===== config.mk =====
export PLATFORM = sky130hd
export DESIGN_NAME = svpwm_queue
export DESIGN_NICKNAME = d
export VERILOG_FILES = /design/src/hdl/svpwm_pkg.sv /design/src/hdl/svpwm_queue.sv
export SDC_FILE = /design/constraint.sdc
export NUM_CORES = 1
export LEC_CHECK = 0
export ABC_AREA = 1
export ABC_CLOCK_PERIOD_IN_PS = 3700
export BUFFER_PORTS_ARGS = -buffer_cell sky130_fd_sc_hd__buf_2
export CAP_MARGIN = 20
export CORE_UTILIZATION = 52
export DETAILED_ROUTE_END_ITERATION = 8
export MAX_ROUTING_LAYER = met4
export PLACE_DENSITY = 0.82
export REMOVE_ABC_BUFFERS = 1
export SYNTH_ARGS = -nofsm -noshare
export SYNTH_HDL_FRONTEND = slang
export SYNTH_SLANG_ARGS = --single-unit

===== constraint.sdc =====
create_clock -name clk -period 3.7 [get_ports clk]
set_input_delay 0.185 -clock clk [delete_from_list [all_inputs] [get_ports clk]]
set_output_delay 0.185 -clock clk [all_outputs]
set_load 0.005 [all_outputs]

===== src/hdl/svpwm_pkg.sv =====
// shared types, constants and lookup functions for the space vector pwm block
`default_nettype none
package svpwm_pkg;

  localparam int          SINE_ENTRIES_DEF = 1024;
  localparam logic [14:0] LIMIT_RESET      = 15'd27853;
  localparam logic [15:0] SIN_A            = 16'd51472;
  localparam logic [14:0] SIN_B            = 15'd21024;
  localparam logic [11:0] SIN_C            = 12'd2320;
  localparam logic signed [16:0] HALF_SQRT3 = 17'sd28378;

  typedef struct packed {
    logic [15:0]        angle;
    logic signed [15:0] d;
    logic signed [15:0] q;
    logic               limited;
  } svpwm_item_t;

  function automatic logic [2:0] sector_of_k(input logic [2:0] k);
    logic [2:0] s;
    unique case (k)
      3'd0: s = 3'd4;
      3'd1: s = 3'd6;
      3'd2: s = 3'd5;
      3'd3: s = 3'd5;
      3'd4: s = 3'd3;
      3'd5: s = 3'd1;
      3'd6: s = 3'd2;
      default: s = 3'd2;
    endcase
    return s;
  endfunction

  // switching pattern of active vector i, bit 2 is phase u
  function automatic logic [2:0] vec_pattern(input logic [2:0] i);
    logic [2:0] p;
    unique case (i)
      3'd0: p = 3'b100;
      3'd1: p = 3'b110;
      3'd2: p = 3'b010;
      3'd3: p = 3'b011;
      3'd4: p = 3'b001;
      3'd5: p = 3'b101;
      default: p = 3'b000;
    endcase
    return p;
  endfunction

  function automatic logic signed [16:0] sin60(input logic [2:0] s);
    logic signed [16:0] v;
    unique case (s)
      3'd1, 3'd2: v = HALF_SQRT3;
      3'd4, 3'd5: v = -HALF_SQRT3;
      default:    v = 17'sd0;
    endcase
    return v;
  endfunction

  function automatic logic signed [16:0] cos60(input logic [2:0] s);
    logic signed [16:0] v;
    unique case (s)
      3'd1, 3'd5: v = 17'sd16384;
      3'd2, 3'd4: v = -17'sd16384;
      3'd3:       v = -17'sd32768;
      default:    v = 17'sd32768;
    endcase
    return v;
  endfunction

endpackage
`default_nettype wire


===== src/hdl/svpwm_queue.sv =====
// two-entry queue between the front end and the modulator pipeline
`default_nettype none
module svpwm_queue import svpwm_pkg::*; (
  input  logic        clk,
  input  logic        rst_n,
  input  logic        push,
  input  svpwm_item_t push_item,
  output logic        full,
  output logic        pop,
  output svpwm_item_t pop_item
);

  svpwm_item_t mem_r [2];
  logic        wp_r, rp_r;
  logic [1:0]  cnt_r;

  assign full     = (cnt_r == 2'd2);
  assign pop      = (cnt_r != 2'd0);
  assign pop_item = mem_r[rp_r];

  always_ff @(posedge clk) begin
    if (!rst_n) begin
      wp_r  <= 1'b0;
      rp_r  <= 1'b0;
      cnt_r <= 2'd0;
    end else begin
      if (push) wp_r <= !wp_r;
      if (pop) rp_r <= !rp_r;
      if (push && !pop) cnt_r <= cnt_r + 2'd1;
      else if (pop && !push) cnt_r <= cnt_r - 2'd1;
    end
  end

  always_ff @(posedge clk) begin
    if (push) mem_r[wp_r] <= push_item;
  end

endmodule
`default_nettype wire


# Word-level counts from Yosys, hierarchy flattened
# Memory sizes are Yosys's and may differ from the RTL's. A register that Yosys moved wholly into a read port is not among the register bits.
# Cells that the tools add are included.
dict set report totals {
  output_inout_bits 51
  reg_bits 4
  mem_bits_rw 98
  mem_count 1
}
dict set report classes {
  addsub 2
  reduce_logical 8
  eq_ne 1
  n_mux 6
}
# name words width rd rd_ports_with_merged_regs wr line
set mem_list {}
lappend mem_list {mem_r 2 49 1 1 1 svpwm_queue.sv:13} ;# svpwm_item_t mem_r [2];
# op n
set ops {}
lappend ops {{logical NOT 1 bit} 4}
lappend ops {{2-to-1 mux 1 bit} 4}
lappend ops {{2-to-1 mux 2 bit} 2}
lappend ops {{nonzero test 2 bit} 2}
lappend ops {{adder 2 x 1 -> 2 bit, second input constant} 1}
lappend ops {{== test 2 bit, second input constant} 1}
lappend ops {{logical AND 1 bit} 2}
lappend ops {{subtractor 2 x 1 -> 2 bit, second input constant} 1}

# Logic depth before layout (Yosys ltp)
# Gate-level depths: netlist of run 1.
dict set report depth {
  word_depth 4
  depth_mapped 8
  mapped_depth_nobuf 8
}

# Worst setup path before layout of run 1
# No wires, ideal clock.
dict set report synth_timing {
  kind {reg2reg}
  from {reg wp_r}
  to {mem mem_r[0][0] (netlist bit) (enable)}
  path_slack_ns 0.866
  arrival_ns 2.377
  path_stages_with_launch 2
  setup_time_ns 0.457
  n_path_buf 0
  path_cell_list {dfxtp_1 nor2_1}
}
# element line
set synth_lines {}
lappend synth_lines {{start: declaration} svpwm_queue.sv:14} ;# logic wp_r, rp_r;
lappend synth_lines {{start signal: assignment} svpwm_queue.sv:27} ;# if (push) wp_r <= !wp_r;
lappend synth_lines {{end: declaration} svpwm_queue.sv:13}
# No word-level cell before the write port.

==> flow_metrics.tcl, run 1 <==
set metrics [dict create \
    max_stage_delay_ns 0.80 \
    dr.pass1.iters 4 \
    fmax_mhz 437 \
    p_seq_share_pct 51.3 \
    reg2reg_slack_ns 1.96 \
    finalSetupTns_ns 0 \
    synth_cell_type_count 15 \
    post-route-util_pct 69.7 \
    cts.clk_slew.worst_paths_ns 0.09 \
    hold_start "push_item[16]" \
    cts_max_level 3 \
    nFillCells 481 \
    period_share_pct 61.9 \
    p_per_area_nw_per_um2 582 \
    yosysTopAreaCellShare_pct 77.3 \
    drtAntennaViolNets 0 \
    root_buffer "clkbuf_8" \
    die_h_um 87.5 \
    clock_skew_ns 0.00537 \
    cpLargestDelayFamily "flip-flops" \
    yosys.area.top_type "edfxtp_1" \
    die_area_um2 7660 \
    area_delta_synth_final_pct 27.3 \
    drv_slew 0 \
    netlist_instances 185 \
    io_buffers 102 \
    cp_num_cells 3 \
    power_frac_clock_pct 26.0 \
    hold_violations 0 \
    nNetsFinal 369 \
    diodes 0 \
    cp_slowest_cell "dfxtp_2" \
    p_comb_share_pct 22.7 \
    rsz0062_at_grt "no" \
    clock_latency_ns 0.35 \
    post-route-drc-count 0 \
    worstPathRequired_ns 3.51 \
    switching_power_mw 0.702 \
    outcome "finished clean" \
    antenna_found_initial 0 \
    final_common_cell "buf_2" \
    synth_seq_cells 103 \
    cp.arrival_ns 2.10 \
    cell_internal_pwr_mw 2.11 \
    dpl.hpwl_um 3970 \
    synth_area_um2 3800 \
    r2r_start "wp_r" \
    grt_max_degree 50 \
    rr_worst_depth 2 \
    maxSlewHeadroom_pct 52.3 \
    track_usage_pct 17.3 \
    wl_per_cell_um 15.2 \
    hp-class "input port to flip-flop" \
    grt_pass1_vias 1946 \
    endpoint_kind "primary output" \
    overflow 0 \
    cap_violations 0 \
    synth_warnings 0 \
    cp_cell_sequence "buf_4, mux2_2, buf_2" \
    tightest_slew_ns 0.715 \
    gp_congestion 0.661 \
    core-area_um2 6940 \
    drt_iter0_drc 84 \
    switching_share_pct 24.9 \
    layout-drive-gt1-share_pct 53.6 \
    peakVddDrop_mv 0.368 \
    clock_path_buffers 2 \
    die_w_um 87.5 \
    cts.sinks 103 \
    regArea_um2 3040 \
    crit_buf_inv 2 \
    routed_wl_um 6360 \
    ios 103 \
    critPathMaxFanout 30 \
    avgSynthCellArea_um2 20.6 \
    layout_common_cells "buf_2, edfxtp_1, mux2_2" \
    min_period_ns 2.29 \
    yosys-top-cells-area "edfxtp_1, mux2_2, mux2_4, dfxtp_1, inv_1" \
    leakage_nw 1.88 \
    path_class "flip-flop to primary output" \
    grt_pass1_wl_um 9250 \
    seq_area_frac_synth_pct 80.0 \
    num_vias 2068 \
    cts_tree "built" \
    cp-start-kind "flip-flop" \
    numCtsBuffers 9 \
    start_util_pct 54.8 \
    rr_endpoint "mem_r[0][42]" \
    finalSetupViolCount 0 \
    setup.worst_path.end "pop_item[40]" \
    multi_input_area_um2 691 \
    rows 30 \
    viasPerCell 4.96 \
]
[layer usage]
metal	part of all wire, %	vias to the layer above	GRT usage (%)
met4	1.6	0	7.30
met1	43	1008	20.6
met3	5.8	12	5.28
li1	-	970	-
met5	0	-	-
met2	49	78	27.3
[how the worst min path moves through the flow]
stage,end,slack (ns),cells after the start
finish,mem_r[0][16],0.02,1
global route,mem_r[0][17],0.000006,1
CTS,mem_r[0][21],0.00005,1
detailed placement,mem_r[1][21],0.38,1
global placement,mem_r[0][8],0.37,1
floorplan,mem_r[0][0],0.28,0
[synthesized netlist by cell type]
cell type	n
edfxtp_1	98
buf_4	3
nor2_1	6
nand2_1	6
o21ai_0	2
a21oi_1	3
mux2_2	39
inv_1	8
ha_1	1
buf_6	1
buf_8	1
mux2_4	10
dfxtp_1	5
nand4_1	1
nand3_1	1
[kinds of logic after synthesis]
kind of cell,after synthesis,synth area share (%)
flops,103,80.0
mux,49,15.5
simple gates,14,1.48
buf+inv,13,2.07
compound gates,5,0.658
fa+ha+maj,1,0.329
[flip-flops by register name, indices dropped and copies added (netlist names), named ones only]
signal	cells
mem_r	98
cnt_r	2
rp_r	1
wp_r	1
[layout make-up]
class | instances | area share (%)
clock buffers | 9 | 2.56
clock inverters | 7 | 1.81
inverters | 8 | 0.620
multi-input cells | 69 | 14.3
flip-flops and latches | 103 | 62.9
well taps | 96 | 2.48
repair buffers | 125 | 15.4
[per-stage QoR]
step | area (um^2) | setup WS [ns] | power [mW] | hold WS (ns) | cells
2_1_floorplan | 3760 | 0.866 | 1.84 | 0.284 | 180
3_5_place_dp | 4410 | 1.77 | 2.10 | 0.377 | 380
4_1_cts | 4630 | 1.37 | 2.82 | 0.0000518 | 397
6_report | 4840 | 1.41 | 2.82 | 0.0218 | 417
3_3_place_gp | 4410 | 1.80 | 2.07 | 0.372 | 380
5_1_grt | 4840 | 1.28 | 2.95 | 0.00000575 | 417
[power by group through the flow]
stage | Clock, mW | Combinational, mW | Sequential [mW]
floorplan | 0 | 0.362 | 1.48
global placement | 0 | 0.599 | 1.47
detailed placement | 0 | 0.621 | 1.47
CTS | 0.747 | 0.627 | 1.45
global route | 0.792 | 0.695 | 1.46
finish | 0.732 | 0.639 | 1.45
[timing repair]
action / 4_1_cts / 5_1_grt
resized for setup: 0 / 0
hold buffers: 1 / 19
buffers inserted: 0 / 0
hold endpoints to repair: 2 / 37
Power figures use the tool's default switching activity.
==> run 2: changes to the inputs <==
- ABC_AREA: 1 -> 0
- ABC_CLOCK_PERIOD_IN_PS: 3700 -> 1900
- CORE_UTILIZATION: 52 -> 46
- PLACE_DENSITY: 0.82 -> 0.77
- clock period: 3.7 -> 1.9 ns (I/O delays scaled with it)
==> flow_metrics.tcl, run 2 <==
set metrics [dict create \
    viasPerCell 4.72 \
    rsz0062_at_grt "no" \
    root_buffer "clkbuf_8" \
    largest_register "mem_r" \
    switching_power_mw 1.35 \
    grt_pass1_vias 2232 \
    wl_per_cell_um 15.0 \
    p_seq_share_pct 49.4 \
    drtAntennaViolNets 0 \
    cts.clk_slew.worst_paths_ns 0.09 \
    yosys-top-cells-area "edfxtp_1, mux2_2, dfxtp_1, and2_1, buf_6" \
    synth_cell_type_count 17 \
    yosysTopAreaCellShare_pct 78.5 \
    path_class "flip-flop to primary output" \
    hold_start "push" \
    layout-drive-gt1-share_pct 51.0 \
    final_common_cell "buf_2" \
    numCtsBuffers 9 \
    synth_warnings 0 \
    rows 32 \
    post-route-drc-count 0 \
    grt_max_degree 30 \
    hp-class "input port to flip-flop" \
    die_area_um2 8520 \
    track_usage_pct 17.1 \
    start_util_pct 48.0 \
    leakage_nw 1.95 \
    dr.pass1.iters 4 \
    cp-start-kind "flip-flop" \
    cell_internal_pwr_mw 4.21 \
    synth_flop_cell "edfxtp_1" \
    critPathMaxFanout 29 \
    min_period_ns 1.72 \
    switching_share_pct 24.3 \
    diodes 0 \
    cts_setup_buffers 0 \
    tightest_slew_ns 0.412 \
    drt_iter0_drc 51 \
    synth_seq_cells 103 \
    hold_violations 0 \
    peakVddDrop_mv 0.797 \
    yosys.area.top_type "edfxtp_1" \
    dpl.hpwl_um 3930 \
    r2r_start "cnt_r[0]" \
    area_delta_synth_final_pct 36.8 \
    avgSynthCellArea_um2 21.6 \
    p_per_area_nw_per_um2 1080 \
    outcome "finished clean" \
    seq_area_frac_synth_pct 81.1 \
    fmax_mhz 580 \
    max_stage_delay_ns 0.52 \
    maxSlewHeadroom_pct 72.5 \
    nNetsFinal 391 \
    clock_path_buffers 2 \
    io_buffers 102 \
    netlist_instances 174 \
    core-area_um2 7810 \
    drv_slew 0 \
    period_share_pct 90.7 \
    power_frac_clock_pct 25.6 \
    synth.most_common_cell "edfxtp_1" \
    die_w_um 92.3 \
    cts_max_level 3 \
    layout_common_cells "buf_2, edfxtp_1, dlygate4sd3_1" \
    antenna_found_initial 0 \
    clock_latency_ns 0.35 \
    routed_wl_um 6680 \
    largest_reg_flops 98 \
    cts.sinks 103 \
    cp_cell_sequence "buf_12, mux2_2, buf_2" \
    clock_skew_ns 0.00595 \
    largest_registers "mem_r (98), cnt_r (2)" \
    post-route-util_pct 65.7 \
    ios 103 \
    cp.arrival_ns 1.63 \
    cts_tree "built" \
    p_comb_share_pct 25.0 \
    synth_area_um2 3750 \
    die_h_um 92.3 \
    cp_slowest_cell "dfxtp_2" \
    cap_violations 0 \
    endpoint_kind "primary output" \
    num_vias 2100 \
    async_flop_share_pct 0 \
    finalSetupTns_ns 0 \
    finalSetupViolCount 0 \
    overflow 0 \
    gp_congestion 0.659 \
    worstPathRequired_ns 1.80 \
    grt_pass1_wl_um 10400 \
    synth_edf_count 98 \
    synth.top_cells.by_count "edfxtp_1, mux2_2, dfxtp_1" \
]
## run 2: critical path, delay by kind of cell, from the launching register on
family                 cells  cell delay, ns
flip-flops                 1            0.52
buffers and inverters      2            0.37
multiplexers               1            0.36
## run 2: area by class of cell
class	instances	area, um^2
Clock inverter	6	85.1
Inverter	1	3.75
Multi-Input combinational cell	65	676
Timing Repair Buffer	158	1070
Fill cell	556	2680
Clock buffer	10	128
Tap cell	102	128
Sequential cell	103	3040
## run 2: routing by layer
layer	track usage, %	share of wire, %	vias up	wire, um
met1	19.1	41	1019	2740
li1	-	-	1006	-
met5	-	0	-	0
met2	29.7	54	70	3600
met3	4.68	4.5	5	300
met4	5.21	0.67	0	45
## run 2: power groups by stage
stage               clock network [mW]  registers [mW]  logic [mW]
floorplan                            0            2.87       0.687
global placement                     0            2.79        1.30
detailed placement                   0            2.80        1.32
CTS                               1.46            2.75        1.41
global route                      1.55            2.77        1.52
finish                            1.42            2.75        1.39
## run 2: metrics by stage
step	hold WS, ns	area [um^2]	total power, mW	worst slack [ns]	instances
CTS	0.0878	5130	5.62	0.146	445
global route	0.101	5130	5.84	0.0873	445
finish	0.113	5130	5.56	0.176	445
global placement	0.283	4420	4.09	0.550	379
floorplan	0.194	3710	3.55	-1.08	169
detailed placement	0.286	4420	4.12	0.439	379
## run 2: timing repair
action	CTS	global route
endpoints found under the hold margin	100	0
gates resized for setup	0	0
hold buffers	50	0
## run 2: final timing paths
kind	to	slack (ns)	depth (start not counted)
setup / recovery	pop_item[6]	0.18	3
hold / removal	wp_r	0.11	3
setup reg to reg	cnt_r[1]	0.43	4
hold reg to reg	cnt_r[1]	0.52	2
## run 2: cell families (layout without fill, tap and decap cells)
family,Yosys count,in the layout,synth area share [%]
flip-flops,103,103,81.1
multiplexers,49,49,14.7
AO/OA/AOI/OAI,3,3,0.534
adder cells (fa/ha/maj),1,1,0.334
buffers and inverters,6,175,1.10
AND/OR/NAND/NOR,9,9,1.50
XOR/XNOR,3,3,0.701
==> run 3: changes to the inputs <==
- ABC_CLOCK_PERIOD_IN_PS: 1900 -> 1400
- CAP_MARGIN: 20 -> not set
- clock period: 1.9 -> 1.4 ns (I/O delays scaled with it)
==> flow_metrics.tcl, run 3 (synthesis gave the netlist of run 2 again) <==
set metrics [dict create \
    drtAntennaViolNets 0 \
    period_share_pct 106 \
    cts_setup_buffers 0 \
    peakVddDrop_mv 0.905 \
    nFillCells 561 \
    hp-class "input port to flip-flop" \
    viasPerCell 4.74 \
    finalSetupTns_ns -3.28 \
    layout-drive-gt1-share_pct 51.5 \
    maxSlewHeadroom_pct 89.1 \
    nNetsFinal 392 \
    grt_pass1_wl_um 10100 \
    antenna_found_initial 0 \
    largest_registers "mem_r (98), cnt_r (2)" \
    wl_per_cell_um 14.8 \
    start_util_pct 48.0 \
    gp_congestion 0.652 \
    numCtsBuffers 9 \
    dpl.hpwl_um 3870 \
    cp.arrival_ns 1.42 \
    design_area_um2 5270 \
    tightest_slew_ns 0.164 \
    cts.clk_slew.worst_paths_ns 0.08 \
    hold_violations 0 \
    finalSetupViolCount 49 \
    routed_wl_um 6610 \
    num_vias 2116 \
    crit_buf_inv 2 \
    clock_path_buffers 2 \
    cpLargestDelayFamily "flip-flops" \
    cp_cell_sequence "buf_12, mux2_2, buf_2" \
    rsz0062_at_grt "yes" \
    multi_input_area_um2 719 \
    dp_slack_ns 0.0744 \
    root_buffer "clkbuf_8" \
    clock_skew_ns 0.00847 \
    grt_busiest_layer "met2" \
    cts_max_level 3 \
    final_common_cell "edfxtp_1" \
    r2r_start "cnt_r[0]" \
    max_stage_delay_ns 0.38 \
    instances_no_fill 446 \
    layout_common_cells "edfxtp_1, buf_2, dlygate4sd3_1" \
    dpl_cell_area_um2 4490 \
    gr-usage-met3_pct 5.09 \
    die_w_um 92.3 \
    core-area_um2 7810 \
    violations "setup timing" \
    power_frac_clock_pct 21.1 \
    worstPathRequired_ns 1.33 \
    cts.sinks 103 \
    drv_slew 0 \
    leakage_nw 2.02 \
    hold_start "push" \
    cell_internal_pwr_mw 5.62 \
    cap_violations 0 \
    grt_pass1_vias 2226 \
    gr-usage-met2_pct 29.6 \
    ios 103 \
    power_mw 7.52 \
    path_class "flip-flop to primary output" \
    switching_power_mw 1.91 \
    min_period_ns 1.49 \
    p_per_area_nw_per_um2 1430 \
    endpoint_kind "primary output" \
    area_delta_synth_final_pct 40.5 \
    rows 32 \
    critPathMaxFanout 26 \
    clock_latency_ns 0.36 \
    p_seq_share_pct 49.2 \
    diodes 0 \
    dr.pass1.iters 4 \
    outcome "finished, violations left" \
    cp-start-kind "flip-flop" \
    track_usage_pct 16.7 \
    post-route-drc-count 0 \
    cts_tree "built" \
    die_area_um2 8520 \
    largest_reg_flops 98 \
    cp_slowest_cell "dfxtp_4" \
    regArea_um2 3050 \
    placed_cells 380 \
    grt_max_degree 28 \
    largest_register "mem_r" \
    die_h_um 92.3 \
    drt_iter0_drc 42 \
    p_comb_share_pct 29.8 \
    met1_usage_pct 17.2 \
    overflow 0 \
    io_buffers 102 \
    finalWorstSetupSlack_ns -0.0899 \
    switching_share_pct 25.3 \
    fmax_mhz 671 \
]
==> run 3: cell count changes in the layout (fill, tap and decap cells not counted), sizes merged <==
cell,previous run,this run
buf,108,109
clkbuf,10,11
inv,1,2
bufinv,2,0
==> run 3: cell type report <==
type / count / share of cell area (%)
Timing Repair Buffer: 159 / 22.9
Inverter: 1 / 0.0712
Sequential cell: 103 / 57.8
Clock buffer: 11 / 2.49
Multi-Input combinational cell: 65 / 13.6
Clock inverter: 5 / 0.641
Tap cell: 102 / 2.42
==> run 3: path summary, 6_finish.rpt <==
kind	end	slack, ns	cells past startpoint
setup / recovery	pop_item[32]	-0.09	3
hold / removal	wp_r	0.07	3
setup reg to reg	cnt_r[1]	0.08	4
hold reg to reg	cnt_r[1]	0.52	2
==> run 3: worst reg2reg max path: stages, from the launching register on <==
cell	delay, ns
dfxtp_2	0.38
nor2_2	0.05
ha_1	0.31
or3_1	0.36
a21boi_1	0.16
==> run 3: power groups by stage <==
stage | Combinational (mW) | Clock [mW] | Sequential, mW
floorplan | 0.933 | 0 | 3.89
global placement | 1.90 | 0 | 3.74
detailed placement | 1.93 | 0 | 3.75
CTS | 2.14 | 1.63 | 3.69
global route | 2.42 | 1.74 | 3.72
finish | 2.24 | 1.59 | 3.70
==> run 3: metal layers <==
metal	wire length (um)	up-vias
met4	153	0
met3	296	14
met5	0	-
met2	3520	74
met1	2640	1025
li1	-	1003
==> run 3: metrics by stage <==
stage / hold WS (ns) / util, %
after floorplan: 0.169 / -
after detailed placement: 0.261 / 57.5
final: 0.0730 / 67.5
after CTS: 0.0576 / 66.7
after global placement: 0.258 / 57.5
after global routing: 0.0916 / 67.5
==> run 3: what timing repair did <==
item                                   in CTS  in global routing
pin swaps                                   0                  0
gates resized for setup                    11                 14
setup endpoints to repair                  49                 50
endpoints found under the hold margin     102                  0
hold buffers                               50                  0
