**src/hdl/svpwm_pkg.sv**
```systemverilog
// shared types, constants and lookup functions for the space vector pwm block
`default_nettype none
package svpwm_pkg;

  localparam int          SINE_ENTRIES_DEF = 1024;
  localparam logic [14:0] LIMIT_RESET      = 15'd27853;
  localparam logic [15:0] SIN_A            = 16'd51472;
  localparam logic [14:0] SIN_B            = 15'd21024;
  localparam logic [11:0] SIN_C            = 12'd2320;
  localparam logic signed [16:0] HALF_SQRT3 = 17'sd28378;

  typedef struct packed {
    logic [15:0]        angle;
    logic signed [15:0] d;
    logic signed [15:0] q;
    logic               limited;
  } svpwm_item_t;

  function automatic logic [2:0] sector_of_k(input logic [2:0] k);
    logic [2:0] s;
    unique case (k)
      3'd0: s = 3'd4;
      3'd1: s = 3'd6;
      3'd2: s = 3'd5;
      3'd3: s = 3'd5;
      3'd4: s = 3'd3;
      3'd5: s = 3'd1;
      3'd6: s = 3'd2;
      default: s = 3'd2;
    endcase
    return s;
  endfunction

  // switching pattern of active vector i, bit 2 is phase u
  function automatic logic [2:0] vec_pattern(input logic [2:0] i);
    logic [2:0] p;
    unique case (i)
      3'd0: p = 3'b100;
      3'd1: p = 3'b110;
      3'd2: p = 3'b010;
      3'd3: p = 3'b011;
      3'd4: p = 3'b001;
      3'd5: p = 3'b101;
      default: p = 3'b000;
    endcase
    return p;
  endfunction

  function automatic logic signed [16:0] sin60(input logic [2:0] s);
    logic signed [16:0] v;
    unique case (s)
      3'd1, 3'd2: v = HALF_SQRT3;
      3'd4, 3'd5: v = -HALF_SQRT3;
      default:    v = 17'sd0;
    endcase
    return v;
  endfunction

  function automatic logic signed [16:0] cos60(input logic [2:0] s);
    logic signed [16:0] v;
    unique case (s)
      3'd1, 3'd5: v = 17'sd16384;
      3'd2, 3'd4: v = -17'sd16384;
      3'd3:       v = -17'sd32768;
      default:    v = 17'sd32768;
    endcase
    return v;
  endfunction

endpackage
`default_nettype wire

```
**src/hdl/svpwm_front.sv**
```systemverilog
// front end: accepts beats, tests the d/q length and scales long vectors back
`default_nettype none
module svpwm_front import svpwm_pkg::*; (
  input  logic               clk,
  input  logic               rst_n,
  input  logic               start,
  output logic               busy,
  input  logic [15:0]        angle,
  input  logic signed [15:0] d_cmd,
  input  logic signed [15:0] q_cmd,
  input  logic [14:0]        lim,
  output logic               push,
  output svpwm_item_t        push_item,
  input  logic               q_full
);

  localparam logic [2:0] IT_IDLE = 3'd0;
  localparam logic [2:0] IT_SQRT = 3'd1;
  localparam logic [2:0] IT_MUL  = 3'd2;
  localparam logic [2:0] IT_DIV  = 3'd3;
  localparam logic [2:0] IT_DONE = 3'd4;

  // stage 1: captured beat
  logic               v1_r;
  logic [15:0]        ang1_r;
  logic signed [15:0] d1_r, q1_r;
  logic [14:0]        lim1_r;
  // stage 2: squares
  logic               v2_r;
  logic [15:0]        ang2_r;
  logic signed [15:0] d2_r, q2_r;
  logic [14:0]        lim2_r;
  logic [30:0]        dd2_r, qq2_r;
  logic [29:0]        ll2_r;

  logic signed [31:0] dd_full, qq_full;
  logic [29:0]        ll_full;
  logic [31:0]        sum2;
  logic               lim_hit, adv1, adv2, free2, accept, it_idle;

  // iterative limiter
  logic [2:0]  it_state_r;
  logic [3:0]  cnt_r;
  logic [31:0] rad_r;
  logic [17:0] rem_r;
  logic [15:0] root_r;
  logic [15:0] it_ang_r;
  logic        dneg_r, qneg_r;
  logic [15:0] dabs_r, qabs_r;
  logic [14:0] it_lim_r;
  logic [15:0] nd_r, nq_r;
  logic [15:0] remd_r, remq_r;
  logic [15:0] qd_r, qq_r;

  logic [19:0] sq_ext, sq_trial;
  logic [30:0] prod_d, prod_q;
  logic [16:0] dv_ext_d, dv_ext_q;
  logic        dv_bit_d, dv_bit_q;
  logic [16:0] d_ext, q_ext;

  assign dd_full = d1_r * d1_r;
  assign qq_full = q1_r * q1_r;
  assign ll_full = lim1_r * lim1_r;

  assign sum2    = {1'b0, dd2_r} + {1'b0, qq2_r};
  assign lim_hit = sum2 > {2'b00, ll2_r};
  assign it_idle = (it_state_r == IT_IDLE);
  assign adv2    = v2_r && it_idle && (lim_hit || !q_full);
  assign free2   = !v2_r || adv2;
  assign adv1    = v1_r && free2;
  assign busy    = v1_r && !free2;
  assign accept  = start && !busy;

  always_ff @(posedge clk) begin
    if (!rst_n) begin
      v1_r <= 1'b0;
      v2_r <= 1'b0;
    end else begin
      if (accept) v1_r <= 1'b1;
      else if (adv1) v1_r <= 1'b0;
      if (adv1) v2_r <= 1'b1;
      else if (adv2) v2_r <= 1'b0;
    end
  end

  always_ff @(posedge clk) begin
    if (accept) begin
      ang1_r <= angle;
      d1_r   <= d_cmd;
      q1_r   <= q_cmd;
      lim1_r <= lim;
    end
    if (adv1) begin
      ang2_r <= ang1_r;
      d2_r   <= d1_r;
      q2_r   <= q1_r;
      lim2_r <= lim1_r;
      dd2_r  <= dd_full[30:0];
      qq2_r  <= qq_full[30:0];
      ll2_r  <= ll_full;
    end
  end

  // square root, one result bit per cycle
  assign sq_ext   = {rem_r, rad_r[31:30]};
  assign sq_trial = {2'b00, root_r, 2'b01};

  assign prod_d = dabs_r * it_lim_r;
  assign prod_q = qabs_r * it_lim_r;

  // long division by the magnitude, one quotient bit per cycle
  assign dv_ext_d = {remd_r, nd_r[cnt_r]};
  assign dv_ext_q = {remq_r, nq_r[cnt_r]};
  assign dv_bit_d = dv_ext_d >= {1'b0, root_r};
  assign dv_bit_q = dv_ext_q >= {1'b0, root_r};

  assign d_ext = d2_r[15] ? (17'd0 - 17'(d2_r)) : 17'(d2_r);
  assign q_ext = q2_r[15] ? (17'd0 - 17'(q2_r)) : 17'(q2_r);

  always_ff @(posedge clk) begin
    if (!rst_n) begin
      it_state_r <= IT_IDLE;
      cnt_r      <= 4'd0;
    end else begin
      unique case (it_state_r)
        IT_IDLE: begin
          if (adv2 && lim_hit) begin
            it_state_r <= IT_SQRT;
            cnt_r      <= 4'd15;
          end
        end
        IT_SQRT: begin
          cnt_r <= cnt_r - 4'd1;
          if (cnt_r == 4'd0) it_state_r <= IT_MUL;
        end
        IT_MUL: begin
          it_state_r <= IT_DIV;
          cnt_r      <= 4'd15;
        end
        IT_DIV: begin
          cnt_r <= cnt_r - 4'd1;
          if (cnt_r == 4'd0) it_state_r <= IT_DONE;
        end
        IT_DONE: begin
          if (!q_full) it_state_r <= IT_IDLE;
        end
        default: it_state_r <= IT_IDLE;
      endcase
    end
  end

  always_ff @(posedge clk) begin
    unique case (it_state_r)
      IT_IDLE: begin
        rad_r    <= sum2;
        rem_r    <= 18'd0;
        root_r   <= 16'd0;
        it_ang_r <= ang2_r;
        dneg_r   <= d2_r[15];
        qneg_r   <= q2_r[15];
        dabs_r   <= d_ext[15:0];
        qabs_r   <= q_ext[15:0];
        it_lim_r <= lim2_r;
      end
      IT_SQRT: begin
        rad_r <= {rad_r[29:0], 2'b00};
        if (sq_ext >= sq_trial) begin
          rem_r  <= 18'(sq_ext - sq_trial);
          root_r <= {root_r[14:0], 1'b1};
        end else begin
          rem_r  <= sq_ext[17:0];
          root_r <= {root_r[14:0], 1'b0};
        end
      end
      IT_MUL: begin
        nd_r   <= prod_d[15:0];
        nq_r   <= prod_q[15:0];
        remd_r <= {2'b00, prod_d[29:16]};
        remq_r <= {2'b00, prod_q[29:16]};
        qd_r   <= 16'd0;
        qq_r   <= 16'd0;
      end
      IT_DIV: begin
        remd_r <= dv_bit_d ? 16'(dv_ext_d - {1'b0, root_r}) : dv_ext_d[15:0];
        remq_r <= dv_bit_q ? 16'(dv_ext_q - {1'b0, root_r}) : dv_ext_q[15:0];
        qd_r   <= {qd_r[14:0], dv_bit_d};
        qq_r   <= {qq_r[14:0], dv_bit_q};
      end
      IT_DONE: begin
      end
      default: begin
      end
    endcase
  end

  always_comb begin
    if (it_state_r == IT_DONE) begin
      push              = !q_full;
      push_item.angle   = it_ang_r;
      push_item.d       = dneg_r ? (16'sd0 - $signed(qd_r)) : $signed(qd_r);
      push_item.q       = qneg_r ? (16'sd0 - $signed(qq_r)) : $signed(qq_r);
      push_item.limited = 1'b1;
    end else begin
      push              = adv2 && !lim_hit;
      push_item.angle   = ang2_r;
      push_item.d       = d2_r;
      push_item.q       = q2_r;
      push_item.limited = 1'b0;
    end
  end

endmodule
`default_nettype wire

```
**config.mk**
```make
export PLATFORM = sky130hd
export DESIGN_NAME = svpwm_front
export DESIGN_NICKNAME = d
export VERILOG_FILES = /design/src/hdl/svpwm_pkg.sv /design/src/hdl/svpwm_front.sv
export SDC_FILE = /design/constraint.sdc
export NUM_CORES = 2
export LEC_CHECK = 0
export ABC_AREA = 1
export BUFFER_PORTS_ARGS = -buffer_cell sky130_fd_sc_hd__buf_2
export CELL_PAD_IN_SITES_DETAIL_PLACEMENT = 0
export CELL_PAD_IN_SITES_GLOBAL_PLACEMENT = 2
export CORE_UTILIZATION = 30
export DETAILED_ROUTE_END_ITERATION = 10
export GPL_TIMING_DRIVEN = 0
export PLACE_DENSITY = 0.6
export SLEW_MARGIN = 25
export SYNTH_ARGS = -nofsm -noshare
export SYNTH_HDL_FRONTEND = slang
export SYNTH_SLANG_ARGS = --single-unit
export TNS_END_PERCENT = 5
```
**constraint.sdc**
```tcl
create_clock -name clk -period 11.93 [get_ports clk]
set_input_delay 0.5965 -clock clk [delete_from_list [all_inputs] [get_ports clk]]
set_output_delay 0.5965 -clock clk [all_outputs]
set_load 0.02 [all_outputs]
```
* Yosys cells after proc, flatten, opt, wreduce, memory -nomap -nowiden *
Index checks and enable logic that the tools add are counted.

word-level totals
  bits in registers = 454
  input port bits = 67
  output and inout port bits = 51

cells by class
  $add $sub $neg = 9
  multiply operators = 5
  $lt $le $gt $ge = 5
  equal/unequal tests = 8
  multiplexer cells = 32
  reductions and logical operators = 24

operators with widths
  operator                                           count
  one-hot mux 16 bit (2 select lines)                5
  2-to-1 mux 16 bit                                  4
  one-hot mux 32 bit (2 select lines)                1
  subtractor 1 x 16 -> 16 bit, first input constant  4
  multiplier 16 x 16 -> 31 bit                       2
  multiplier 16 x 15 -> 30 bit                       2
  2-to-1 mux 49 bit                                  1
  one-hot mux 18 bit (2 select lines)                1
  >= comparator 17 x 16 -> 1 bit                     2
  adder 31 x 31 -> 32 bit                            1
  > comparator 32 x 30 -> 1 bit                      1
  subtractor 16 bit                                  2
  multiplier 15 x 15 -> 30 bit                       1
  2-to-1 mux 15 bit                                  2
  >= comparator 20 x 18 -> 1 bit                     1
  2-to-1 mux 18 bit                                  1
  subtractor 18 bit                                  1
  one-hot mux 3 bit (5 select lines)                 1
  2-to-1 mux 3 bit                                   4
  one-hot mux 4 bit (3 select lines)                 1
  binary-select mux 1 bit (select 4 bit)             2
  2-to-1 mux 1 bit                                   8
  nonzero test 2 bit                                 4
  logical AND 1 bit                                  7
  16 further kinds                                   24

* Logic depth before layout (Yosys ltp) *
  word-level depth = 10
  gate-level depth with buffers = 30
  gate-level depth less buffers = 30

* Worst setup path before layout *
No wires, ideal clock.

  kind = register to register
  start = register dd2_r[3]
  end = register ang2_r[0], enable pin
  setup time = 706 ps
  data arrival time = 10043 ps
  required time = 11224 ps
  slack = 1181 ps
  cell stages (with the launch flop) = 26
  buffers on the path = 0
  path through = edfxtp_1 -> ha_1 -> nand2_1 -> nand2_1 -> nand3_1 -> nand2_1 -> a21boi_2 -> o21ai_2 -> a21boi_0 -> o21ai_1 -> xor2_1 -> ha_1 -> nand2_1 -> nor2_1 -> nand3_1 -> nor2_1 -> nand2_1 -> nand3_1 -> nand2_1 -> nand2_1 -> nand2_1 -> nand2_1 -> nand2_1 -> nand3_1 -> nand3_1 -> a21oi_1

on the way
  cells in the longest elaborated chain, start to end = 6

RTL lines
  what                           RTL line           RTL
  start: declaration             svpwm_front.sv:33  logic [30:0] dd2_r, qq2_r;
  start signal: assignment       svpwm_front.sv:98  dd2_r <= dd_full[30:0];
  adder 31 x 31 -> 32 bit        svpwm_front.sv:65  assign sum2 = {1'b0, dd2_r} + {1'b0, qq2_r};
  > comparator 32 x 30 -> 1 bit  svpwm_front.sv:66  assign lim_hit = sum2 > {2'b00, ll2_r};
  logical OR 1 bit               svpwm_front.sv:68  assign adv2 = v2_r && it_idle && (lim_hit || !q_full);
  logical AND 1 bit              svpwm_front.sv:68
  logical OR 1 bit               svpwm_front.sv:69  assign free2 = !v2_r || adv2;
  logical AND 1 bit              svpwm_front.sv:70  assign adv1 = v1_r && free2;
  named net adv1                 svpwm_front.sv:39  logic lim_hit, adv1, adv2, free2, accept, it_idle;
  end signal: assignment         svpwm_front.sv:94  ang2_r <= ang1_r;
  end: declaration               svpwm_front.sv:30  logic [15:0] ang2_r;

The timed path passes the listed nets, and every way through them passes these cells.
A chain may end at the register's enable or synchronous reset.

* Worst setup path in the final report *
  start = register q1_r[6]
  end = register qq2_r[30], data pin

on the way
  cells in the longest elaborated chain, start to end = 1

RTL lines
  what                          RTL line           RTL
  start: declaration            svpwm_front.sv:26  logic signed [15:0] d1_r, q1_r;
  start signal: assignment      svpwm_front.sv:90  q1_r <= q_cmd;
  multiplier 16 x 16 -> 31 bit  svpwm_front.sv:62  assign qq_full = q1_r * q1_r;
  named net qq_full[30]         svpwm_front.sv:36  logic signed [31:0] dd_full, qq_full;
  end signal: assignment        svpwm_front.sv:99  qq2_r <= qq_full[30:0];
  end: declaration              svpwm_front.sv:33

The timed path passes the listed nets, and every way through them passes these cells.

==> results.txt <==
* DIE WIDTH: 455 um
* Resize count post-CTS: 0
- Slew HR: 25.3%
- After detailed routing, the average wire length per cell comes to 20.2 um.
- Along the worst path, the maximum fanout reaches 10.
- For this run, asynchronously set or reset flops after synthesis account for 0%.
- DRC viols: 0
- Global-route congestion overflow total: 0
* Sum of net half-perimeters after detailed placement: 169,000 um
- Post-layout util: 33.4%
* Synthesized area: 61,500 um2
- The floorplan step defined a die boundary enclosing 207,000 um2.
* Worst EP required: 12.36 ns
* Post-CTS setup buffer count: 0
- After the first detailed-routing iteration, the DRC count stood at 2,160.
- Placed inst area: 65,900 um2
- The number of antenna violations at the first check in global routing is 9.
- Yosys mapped a number of flops with a built-in enable equal to 439.
- Port buffering added 117 buffers.
- Clock latency on the worst-skew pair, taken at its later pin, is 0.68 ns.
* Pin count of the biggest net entering global routing: 49
* Final worst path period share: 63.1%
- Category of the worst setup path launch point: register
* Worst setup path class: reg -> reg
- Sequential area share after synthesis: 21.7%
- WP data arrival: 7.95 ns
- The via count of the first global-routing pass came to 48,200.
- Post-synthesis to final-layout area growth: 10.1%
- Average size of a mapped cell: 8.82 um2
- Maxcap violations: 0
- The clock tree synthesis step divided the H-tree into 2 levels.
* Most common flop cell mapped by yosys: sky130_fd_sc_hd__edfxtp_1
- The number of clock buffers added by TritonCTS is 52.
* Number of buffers inserted by hold repair at cts: 0
- Of the cells placed in the final design, the portion with a size suffix greater than 1 is 4.27%.
- Synthesis instantiated 63 different standard cells from the library.
* Vias: 44,100
- CTS clk-pin slew, worst paths: 0.07 ns
- The first global-routing pass estimated 305,000 um of wire.
- Result of the run: completed
* Placement row count: 165
- Final setup TNS: 0 ns
* Final Max Tran Viols: 0
- Count of final hold-check violations: 0
- In this run the vertical extent of the chip is 455 um.
- Final estimated routing congestion in global placement: 0.861
- Once detail routing completed, the nets flagged for antenna violations numbered 0.
* Longest Clk Path Bufs: 3
- TritonCTS built the clock tree.
- Sorting the synthesized cells by area gives the leading types as sky130_fd_sc_hd__fa_1 (31%), sky130_fd_sc_hd__edfxtp_1 (21%), sky130_fd_sc_hd__inv_1 (12%), sky130_fd_sc_hd__ha_1 (11%), sky130_fd_sc_hd__nand2_1 (8.9%).
- Between clock sinks in the finished design, the worst skew comes to 0.0386 ns.
- Worst setup EP type: register
* Sink Count: 448
- For this run, the total global-route usage over all layers was measured as 19.8%.
- Core box area: 203,000 um2
- Hold Crit Class: in -> reg
- Setup repair after global routing missed its margin: false
- In the synthesized netlist, the number of instances is 6,977.
* Transition time of the tightest slew-check pin: 1.12 ns
- Summed over all instances, the cell type with the most area after synthesis is sky130_fd_sc_hd__fa_1.
* Number of detailed-routing iterations run before antenna repair: 6
- In the routed layout, each cell is associated on average with a via count of 4.46.
- Endpoints failing setup: 0
* Achievable frequency: 133 MHz
* Number of synthesized register bits: 448
* Post-route standard cell area excluding fillers: 67,700 um2
- Pin placement for this block handled 118 I/O pins.
- The net count of the finished layout is 8,742.
- Clock tree synthesis selected as its root buffer the cell sky130_fd_sc_hd__clkbuf_16.
- During synthesis, Yosys emitted a total of 0 warnings.
- The clock period could shrink to 7.52 ns.
- Syn nets: 8,553
- Initial core utilization: 30.3%
- Share of the synthesized area in the top cell type: 31.2%
* Total length of routed wires: 200,000 um
- Worst-case hold slack: 0.0905 ns
logic make-up (layout without fill, tap and decap cells):
kind of cell    after synthesis  count (layout)  share of synthesized area (%)
flops                       448             448                           21.7
simple gates               1985            1985                           12.9
other cells                   0               6                              0
xor+xnor                    282             282                           4.02
compound gates              631             631                           5.88
fa+ha+maj                  1509            1509                           42.4
mux                           1               1                         0.0183
buf+inv                    2121            2354                           13.0
cells in the mapped netlist, types with 5 or more instances:
cell and number:
sky130_fd_sc_hd__nand3b_1 11, sky130_fd_sc_hd__o21a_1 9, sky130_fd_sc_hd__o21ai_2 8, sky130_fd_sc_hd__inv_1 1904
sky130_fd_sc_hd__nor3_1 49, sky130_fd_sc_hd__fa_1 959, sky130_fd_sc_hd__a31oi_1 22, sky130_fd_sc_hd__o21ai_1 32
sky130_fd_sc_hd__nand2_2 14, sky130_fd_sc_hd__a31o_2 5, sky130_fd_sc_hd__a21o_1 28, sky130_fd_sc_hd__nand4_1 25
sky130_fd_sc_hd__a21oi_1 270, sky130_fd_sc_hd__nand3_1 119, sky130_fd_sc_hd__o211ai_1 16, sky130_fd_sc_hd__ha_1 550
sky130_fd_sc_hd__nor2_1 260, sky130_fd_sc_hd__a211oi_1 6, sky130_fd_sc_hd__clkbuf_1 193, sky130_fd_sc_hd__nand2_1 1465
sky130_fd_sc_hd__clkinv_1 5, sky130_fd_sc_hd__edfxtp_1 439, sky130_fd_sc_hd__nor3b_1 5, sky130_fd_sc_hd__dfxtp_1 9
sky130_fd_sc_hd__nor4_1 11, sky130_fd_sc_hd__or2_2 10, sky130_fd_sc_hd__a21oi_2 7, sky130_fd_sc_hd__o221ai_1 13
sky130_fd_sc_hd__o21bai_1 19, sky130_fd_sc_hd__inv_2 7, sky130_fd_sc_hd__o21ai_0 170, sky130_fd_sc_hd__xor2_1 173
sky130_fd_sc_hd__xnor2_1 109
stage by stage:
step	worst slack [ns]	instances
after CTS	4.31	9882
after global routing	3.94	9884
final	4.41	9888
after detailed placement	4.33	9784
after global placement	-4.36	9766
after floorplan	1.18	6977
cell usage in the layout (no fill, tap or decap), types with 52 or more instances in the layout:
master and n:
sky130_fd_sc_hd__a21oi_1 269, sky130_fd_sc_hd__buf_2 119, sky130_fd_sc_hd__clkbuf_1 198, sky130_fd_sc_hd__clkbuf_16 52, sky130_fd_sc_hd__edfxtp_1 439, sky130_fd_sc_hd__fa_1 959, sky130_fd_sc_hd__ha_1 550, sky130_fd_sc_hd__inv_1 1902
sky130_fd_sc_hd__nand2_1 1463, sky130_fd_sc_hd__nand3_1 119, sky130_fd_sc_hd__nor2_1 260, sky130_fd_sc_hd__o21ai_0 165, sky130_fd_sc_hd__xnor2_1 109, sky130_fd_sc_hd__xor2_1 173
registers in the layout, summed over array words and instances, names as in the netlist, 15 cells and up:
name / count
d2_r: 16
qq_r: 16
it_ang_r: 16
qabs_r: 16
q2_r: 16
rad_r: 32
lim2_r: 15
qd_r: 16
ll2_r: 28
rem_r: 18
dabs_r: 16
remq_r: 16
dd2_r: 29
lim1_r: 15
d1_r: 16
q1_r: 16
nd_r: 16
ang1_r: 16
it_lim_r: 15
root_r: 16
nq_r: 16
remd_r: 16
ang2_r: 16
qq2_r: 29
worst max-delay path, stage by stage, from the launching register on:
cell                       delay, ns
sky130_fd_sc_hd__edfxtp_1       0.45
sky130_fd_sc_hd__clkbuf_1       0.65
sky130_fd_sc_hd__clkbuf_1       0.73
sky130_fd_sc_hd__nand2_1        0.18
sky130_fd_sc_hd__fa_1           0.57
sky130_fd_sc_hd__fa_1           0.51
sky130_fd_sc_hd__inv_1          0.05
sky130_fd_sc_hd__fa_1           0.48
sky130_fd_sc_hd__fa_1           0.52
sky130_fd_sc_hd__fa_1           0.52
sky130_fd_sc_hd__inv_1          0.06
sky130_fd_sc_hd__fa_1           0.49
sky130_fd_sc_hd__inv_1          0.07
sky130_fd_sc_hd__ha_1           0.38
sky130_fd_sc_hd__a21oi_1        0.23
sky130_fd_sc_hd__nor2_1         0.06
sky130_fd_sc_hd__a211oi_1       0.20
sky130_fd_sc_hd__o21ai_0        0.17
sky130_fd_sc_hd__nand2_1        0.09
sky130_fd_sc_hd__nand3_1        0.14
sky130_fd_sc_hd__nand3_1        0.10
sky130_fd_sc_hd__nand2_1        0.11
sky130_fd_sc_hd__nand4_1        0.09
sky130_fd_sc_hd__nand2_1        0.06
sky130_fd_sc_hd__xor2_1         0.36
worst paths after layout:
path | start | end | slack, ns | cells past startpoint
setup / recovery | q1_r[6] | qq2_r[30] | 4.41 | 24
hold / removal | d_cmd[1] | d1_r[1] | 0.09 | 1
setup reg to reg | q1_r[6] | qq2_r[30] | 4.41 | 24
hold reg to reg | ang1_r[11] | ang2_r[11] | 0.42 | 0
layer usage:
metal | wire, um | vias to the layer above | track usage (%)
li1 | - | 21400 | -
met1 | 88800 | 22100 | 25.6
met2 | 102000 | 492 | 35.8
met3 | 4410 | 131 | 1.30
met4 | 4480 | 0 | 4.39
met5 | 0 | - | 0
final cells by class:
class / count / area [um2]
Inverter: 1916 / 7200
Timing Repair Buffer: 135 / 977
Clock inverter: 34 / 449
Multi-Input combinational cell: 4408 / 40200
Sequential cell: 448 / 13400
Tap cell: 2672 / 3340
Antenna cell: 6 / 15.0
Buffer: 205 / 831
Fill cell: 21500 / 135000
Clock buffer: 64 / 1380
Power is not shown: default switching activity piles up to over one toggle a cycle in this logic, so the estimate is an artifact.
